===== src/assert_macros.svh =====
// Clocked assertion helpers; every use runs off clk and is muted in reset.
`ifndef ASSERT_MACROS_SVH
`define ASSERT_MACROS_SVH

// antecedent implies consequent in the same cycle
`define C8_ASSERT_IMP(label, ante, cons, msg) \
  label: assert property (@(posedge clk) disable iff (!rst_n) (ante) |-> (cons)) \
    else $error(msg);

// antecedent implies consequent in the next cycle
`define C8_ASSERT_NXT(label, ante, cons, msg) \
  label: assert property (@(posedge clk) disable iff (!rst_n) (ante) |=> (cons)) \
    else $error(msg);

`endif


===== src/c8_pkg.sv =====
package c8_pkg;

  localparam int MEMORY_BYTES     = 4096;
  localparam int MEM_AW           = $clog2(MEMORY_BYTES);
  localparam int STACK_LEVELS_DEF = 16;
  localparam int SCREEN_WIDTH     = 64;
  localparam int SCREEN_HEIGHT    = 32;
  localparam int DISP_ROWS        = SCREEN_WIDTH * SCREEN_HEIGHT / 8;
  localparam int DISP_AW          = $clog2(DISP_ROWS);
  localparam logic [11:0] PC_RESET = 12'h200;

  typedef enum logic [1:0] {
    KIND_LOAD = 2'd0,
    KIND_EXEC = 2'd1,
    KIND_READ = 2'd2,
    KIND_NONE = 2'd3
  } kind_t;

  typedef enum logic [1:0] {
    ST_OK  = 2'd0,
    ST_BAD = 2'd1,
    ST_OVF = 2'd2,
    ST_UNF = 2'd3
  } status_t;

  typedef enum logic [3:0] {
    OC_CLS, OC_RET, OC_JP, OC_CALL, OC_SKIP, OC_SETX, OC_FLAG, OC_SETI,
    OC_JPV0, OC_DRAW, OC_TIMER, OC_BCD, OC_STORE, OC_LOAD, OC_BAD
  } opcls_t;

  typedef struct packed {
    logic capture;
    logic load_wr;
    logic disp_rd;
    logic fetch_hi;
    logic fetch_lo;
    logic rd_x;
    logic rd_y;
    logic rd_0;
    logic exec;
    logic wr_x;
    logic bcd_wr;
    logic st_rd;
    logic st_wr;
    logic ld_rd;
    logic ld_wr;
    logic dr_mem;
    logic dr_ra;
    logic dr_wa;
    logic dr_wb;
    logic fin;
  } cmd_t;

  typedef struct packed {
    kind_t  kind;
    opcls_t cls;
    logic   err;
    logic   last;
    logic   empty;
    logic   out_free;
  } stat_t;

  function automatic opcls_t op_decode(input logic [15:0] op);
    opcls_t c;
    c = OC_BAD;
    unique case (op[15:12])
      4'h0: begin
        if (op == 16'h00E0) c = OC_CLS;
        else if (op == 16'h00EE) c = OC_RET;
      end
      4'h1: c = OC_JP;
      4'h2: c = OC_CALL;
      4'h3, 4'h4: c = OC_SKIP;
      4'h5, 4'h9: begin
        if (op[3:0] == 4'h0) c = OC_SKIP;
      end
      4'h6, 4'h7, 4'hC: c = OC_SETX;
      4'h8: begin
        if (op[3:2] == 2'b00) c = OC_SETX;
        else if (op[3:0] == 4'h4 || op[3:0] == 4'h5 || op[3:0] == 4'h6 ||
                 op[3:0] == 4'h7 || op[3:0] == 4'hE) c = OC_FLAG;
      end
      4'hA: c = OC_SETI;
      4'hB: c = OC_JPV0;
      4'hD: c = OC_DRAW;
      4'hE: begin
        if (op[7:0] == 8'h9E || op[7:0] == 8'hA1) c = OC_SKIP;
      end
      4'hF: begin
        if (op[7:0] == 8'h07 || op[7:0] == 8'h0A) c = OC_SETX;
        else if (op[7:0] == 8'h15 || op[7:0] == 8'h18) c = OC_TIMER;
        else if (op[7:0] == 8'h1E || op[7:0] == 8'h29) c = OC_SETI;
        else if (op[7:0] == 8'h33) c = OC_BCD;
        else if (op[7:0] == 8'h55) c = OC_STORE;
        else if (op[7:0] == 8'h65) c = OC_LOAD;
      end
    endcase
    return c;
  endfunction

endpackage


===== src/c8_ctrl.sv =====
module c8_ctrl (
  input  logic          clk,
  input  logic          rst_n,
  input  logic          in_valid,
  output logic          in_ready,
  input  c8_pkg::stat_t stat,
  output c8_pkg::cmd_t  cmd
);
  import c8_pkg::*;

  typedef enum logic [18:0] {
    S_IDLE = 19'h00001,
    S_DISP = 19'h00002,
    S_FHI  = 19'h00004,
    S_FLO  = 19'h00008,
    S_RX   = 19'h00010,
    S_RY   = 19'h00020,
    S_R0   = 19'h00040,
    S_EXEC = 19'h00080,
    S_WRX  = 19'h00100,
    S_BCD  = 19'h00200,
    S_STRD = 19'h00400,
    S_STWR = 19'h00800,
    S_LDRD = 19'h01000,
    S_LDWR = 19'h02000,
    S_DRM  = 19'h04000,
    S_DRA  = 19'h08000,
    S_DWA  = 19'h10000,
    S_DWB  = 19'h20000,
    S_FIN  = 19'h40000
  } state_t;

  state_t state_r, state_nxt;

  assign in_ready = (state_r == S_IDLE);

  always_comb begin
    state_nxt = state_r;
    cmd = '0;
    unique case (state_r)
      S_IDLE: begin
        cmd.capture = in_valid;
        if (in_valid) state_nxt = S_DISP;
      end
      S_DISP: begin
        unique case (stat.kind)
          KIND_LOAD: begin
            cmd.load_wr = 1'b1;
            state_nxt = S_FIN;
          end
          KIND_READ: begin
            cmd.disp_rd = 1'b1;
            state_nxt = S_FIN;
          end
          KIND_EXEC: state_nxt = S_FHI;
          default:   state_nxt = S_FIN;
        endcase
      end
      S_FHI: begin
        cmd.fetch_hi = 1'b1;
        state_nxt = S_FLO;
      end
      S_FLO: begin
        cmd.fetch_lo = 1'b1;
        state_nxt = S_RX;
      end
      S_RX: begin
        cmd.rd_x = 1'b1;
        state_nxt = S_RY;
      end
      S_RY: begin
        cmd.rd_y = 1'b1;
        state_nxt = S_R0;
      end
      S_R0: begin
        cmd.rd_0 = 1'b1;
        state_nxt = S_EXEC;
      end
      S_EXEC: begin
        cmd.exec = 1'b1;
        if (stat.err) begin
          state_nxt = S_FIN;
        end else begin
          unique case (stat.cls)
            OC_FLAG:  state_nxt = S_WRX;
            OC_BCD:   state_nxt = S_BCD;
            OC_STORE: state_nxt = S_STRD;
            OC_LOAD:  state_nxt = S_LDRD;
            OC_DRAW:  state_nxt = stat.empty ? S_FIN : S_DRM;
            default:  state_nxt = S_FIN;
          endcase
        end
      end
      S_WRX: begin
        cmd.wr_x = 1'b1;
        state_nxt = S_FIN;
      end
      S_BCD: begin
        cmd.bcd_wr = 1'b1;
        if (stat.last) state_nxt = S_FIN;
      end
      S_STRD: begin
        cmd.st_rd = 1'b1;
        state_nxt = S_STWR;
      end
      S_STWR: begin
        cmd.st_wr = 1'b1;
        state_nxt = stat.last ? S_FIN : S_STRD;
      end
      S_LDRD: begin
        cmd.ld_rd = 1'b1;
        state_nxt = S_LDWR;
      end
      S_LDWR: begin
        cmd.ld_wr = 1'b1;
        state_nxt = stat.last ? S_FIN : S_LDRD;
      end
      S_DRM: begin
        cmd.dr_mem = 1'b1;
        state_nxt = S_DRA;
      end
      S_DRA: begin
        cmd.dr_ra = 1'b1;
        state_nxt = S_DWA;
      end
      S_DWA: begin
        cmd.dr_wa = 1'b1;
        state_nxt = S_DWB;
      end
      S_DWB: begin
        cmd.dr_wb = 1'b1;
        state_nxt = stat.last ? S_FIN : S_DRM;
      end
      S_FIN: begin
        cmd.fin = 1'b1;
        if (stat.out_free) state_nxt = S_IDLE;
      end
      default: state_nxt = S_IDLE;
    endcase
  end

  always_ff @(posedge clk) begin
    if (!rst_n) begin
      state_r <= S_IDLE;
    end else begin
      state_r <= state_nxt;
    end
  end

endmodule


===== config.mk =====
export PLATFORM = sky130hd
export DESIGN_NAME = c8_ctrl
export DESIGN_NICKNAME = d
export VERILOG_FILES = /design/src/assert_macros.svh /design/src/c8_pkg.sv /design/src/c8_ctrl.sv
export SDC_FILE = /design/constraint.sdc
export NUM_CORES = 1
export LEC_CHECK = 0
export BUFFER_PORTS_ARGS = -buffer_cell sky130_fd_sc_hd__buf_2
export CAP_MARGIN = 20
export CELL_PAD_IN_SITES_DETAIL_PLACEMENT = 0
export CELL_PAD_IN_SITES_GLOBAL_PLACEMENT = 2
export CORE_ASPECT_RATIO = 0.8
export CORE_UTILIZATION = 31
export CTS_BUF_LIST = sky130_fd_sc_hd__clkbuf_8
export CTS_CLUSTER_SIZE = 10
export DETAILED_ROUTE_END_ITERATION = 7
export PLACE_DENSITY = 0.8
export SLEW_MARGIN = 20
export SYNTH_ARGS = -nofsm -noshare
export SYNTH_HDL_FRONTEND = slang
export SYNTH_SLANG_ARGS = --single-unit

===== constraint.sdc =====
create_clock -name clk -period 2.5 [get_ports clk]
set_clock_uncertainty 0.05 [all_clocks]
set_input_delay 0.125 -clock clk [delete_from_list [all_inputs] [get_ports clk]]
set_output_delay 0.125 -clock clk [all_outputs]
set_load 0.005 [all_outputs]

==> flow_summary.json <==
{
  "clkSinkCount": 19,
  "die_y_um": 60.0,
  "synth_cell_type_count": 44,
  "reg_top3": "state_r: 19 flops",
  "hold_buffers": 0,
  "grt_pass1_wl_um": 5590,
  "critPathArrivalTime_ns": 2.41,
  "path_cells": "nor4_4 > nand4_2 > or4b_4 > o221a_4 > a2111oi_4",
  "gp_congestion": 0.885,
  "synth_ff_type": "dfxtp_1",
  "vias": 1275,
  "status": "complete, no violations",
  "cp_slowest_cell": "or4b_4",
  "cts_buffers": 3,
  "grt_overflow": 0,
  "cpPeakStageDelay_ns": 0.57,
  "maxCapViolCount": 0,
  "largest_reg_flops": 19,
  "r2r_cells": 5,
  "area_growth_pct": 22.2,
  "routed_wl_um": 3400,
  "vdd_ir_drop_max_mv": 0.162,
  "start_util_pct": 33.4,
  "ys_ff_latch": 19,
  "viasPerCell": 5.23,
  "tightest_slew_ns": 0.569,
  "synth-edff-count": 0,
  "hold_depth": 2,
  "nets": 203,
  "syn_area_um2": 1300,
  "first_global_vias": 1206,
  "synth_area_leaders": "dfxtp_1 29%, nor2_1 4.9%, nor4_4 4.9%",
  "grt_usage_pct": 16.9,
  "drc_errors": 0,
  "hold_path_class": "primary input to flop",
  "grt_setup_unrepaired": "no",
  "rows": 20,
  "max_freq_ghz": 0.436,
  "avgSynthCellArea_um2": 8.52,
  "final.setup.tns_ns": 0,
  "synth_warnings": 0,
  "crit_fanout": 9,
  "fin_hold_ws_ns": 0.0403,
  "clk_pin_slew_ns": 0.08,
  "clk_latency_ns": 0.26,
  "regMostFlops": "state_r",
  "cts_root_buf": "clkbuf_8",
  "drt-initial-drc-count": 107,
  "dp_hpwl_um": 2670,
  "required_ns": 2.61,
  "critPathKind": "flop to flop",
  "cp-end-kind": "flop",
  "h-tree-depth": 1,
  "yosysSeqAreaShare_pct": 29.2,
  "finalMaxSlewViolations": 0,
  "synth_top_area_cell": "dfxtp_1",
  "tritoncts": "done",
  "grt_start_max_net_pins": 14,
  "drtPass1Iterations": 4,
  "p_leak_nw": 0.715,
  "die_x_um": 74.5,
  "ant_nets": 0,
  "final_util_pct": 40.8,
  "synth_nets": 166,
  "post-route-period-util_pct": 91.8,
  "start_kind": "flop",
  "clock_path_buffers": 2,
  "synth_cells": 153,
  "drive_above_1_share_pct": 29.1,
  "setup_viol": 0,
  "period_minus_slack_ns": 2.29,
  "hold_viol": 0,
  "io_pins": 34,
  "antenna_cells": 0,
  "die_area_um2": 4470,
  "synth_top_area_share_pct": 29.2,
  "relSlewSlack_pct": 62.0,
  "async_flop_share_pct": 0,
  "wl_per_cell_um": 13.9,
  "antenna_found_initial": 0,
  "core_region_area_um2": 3900,
  "synth_common_cells": "19 x dfxtp_1, 17 x nor2_1, 11 x nand2_1",
  "powerDensity_nw_per_um2": 404,
  "yosysMostFrequentCell": "dfxtp_1",
  "portBuffers": 33
}
==> final timing paths <==
check | start | end | slack [ns]
worst max-delay path | state_r[12] | state_r[18] | 0.21
worst min-delay path | stat[1] | state_r[14] | 0.04
worst max register to register | state_r[12] | state_r[18] | 0.21
worst min register to register | state_r[12] | state_r[13] | 0.60
==> power by group <==
part	switching [W]	internal (W)	total, W	leakage (nW)
Combinational	0.0000553	0.0000441	0.0000994	0.539
Clock	0.000118	0.000113	0.000230	0.0217
Sequential	0.00000701	0.000306	0.000313	0.153
==> timing repair <==
item | CTS | global route
gates resized for setup | 0 | 2
setup buffers | 0 | 1
setup endpoints to repair | 0 | 2
==> cells by family after synthesis <==
kind of cell / synth area share, %
AOI/OAI and AO/OA: 13.5
xor gates and xnor gates: 3.36
buffers and inverters: 4.70
DFF: 29.2
and+or+nand+nor: 49.2
==> critical path, delay by kind of cell (launching register included) <==
| family | cells | cell delay (ns) |
|---|---|---|
| AOI/OAI and AO/OA | 2 | 0.53 |
| DFF | 1 | 0.41 |
| and+or+nand+nor | 3 | 1.22 |
==> layout make-up <==
class,count,area [µm²]
Fill cell,417,2310
Inverter,7,26.3
Tap cell,55,68.8
Multi-Input combinational cell,122,873
Timing Repair Buffer,37,195
Sequential cell,19,380
Clock buffer,3,41.3
Clock inverter,1,7.51
==> layout by cell type, fill, tap and decap left out, types with 2 or more instances in the layout <==
cell,n
buf_2,33
dfxtp_1,19
nor2_1,17
nand2_1,11
and2_1,8
nor4_1,7
inv_1,7
nand2b_1,5
nor3b_1,5
nor4b_1,5
nor3_1,5
o21ai_0,5
nand4_1,4
a21oi_1,4
xor2_1,4
buf_4,4
nor4_4,3
nor2b_1,3
and3_1,3
nand3_1,3
o22ai_1,3
clkbuf_8,3
or3_1,2
and2b_1,2
and4b_1,2
or2b_1,2
==> per-layer routing <==
| metal | part of all wire (%) | GRT usage [%] | wire length (µm) | vias to the layer above |
|---|---|---|---|---|
| met1 | 50 | 23.9 | 1690 | 586 |
| met3 | 6.3 | 4.55 | 215 | 2 |
| met5 | 0 | 0 | 0 | - |
| li1 | - | - | - | 642 |
| met4 | 0.76 | 4.04 | 26 | 0 |
| met2 | 43 | 25.4 | 1470 | 45 |
==> metrics by stage <==
| stage | std cells | power (W) | cell area (µm²) | worst slack [ns] |
|---|---|---|---|---|
| global route | 244 | 0.000674 | 1590 | 0.0380 |
| CTS | 243 | 0.000647 | 1570 | 0.122 |
| global placement | 239 | 0.000417 | 1530 | 0.285 |
| finish | 244 | 0.000643 | 1590 | 0.206 |
| floorplan | 153 | 0.000381 | 1300 | 0.389 |
| detailed placement | 239 | 0.000417 | 1530 | 0.247 |
Note: power is estimated with default switching activity, not from simulation.
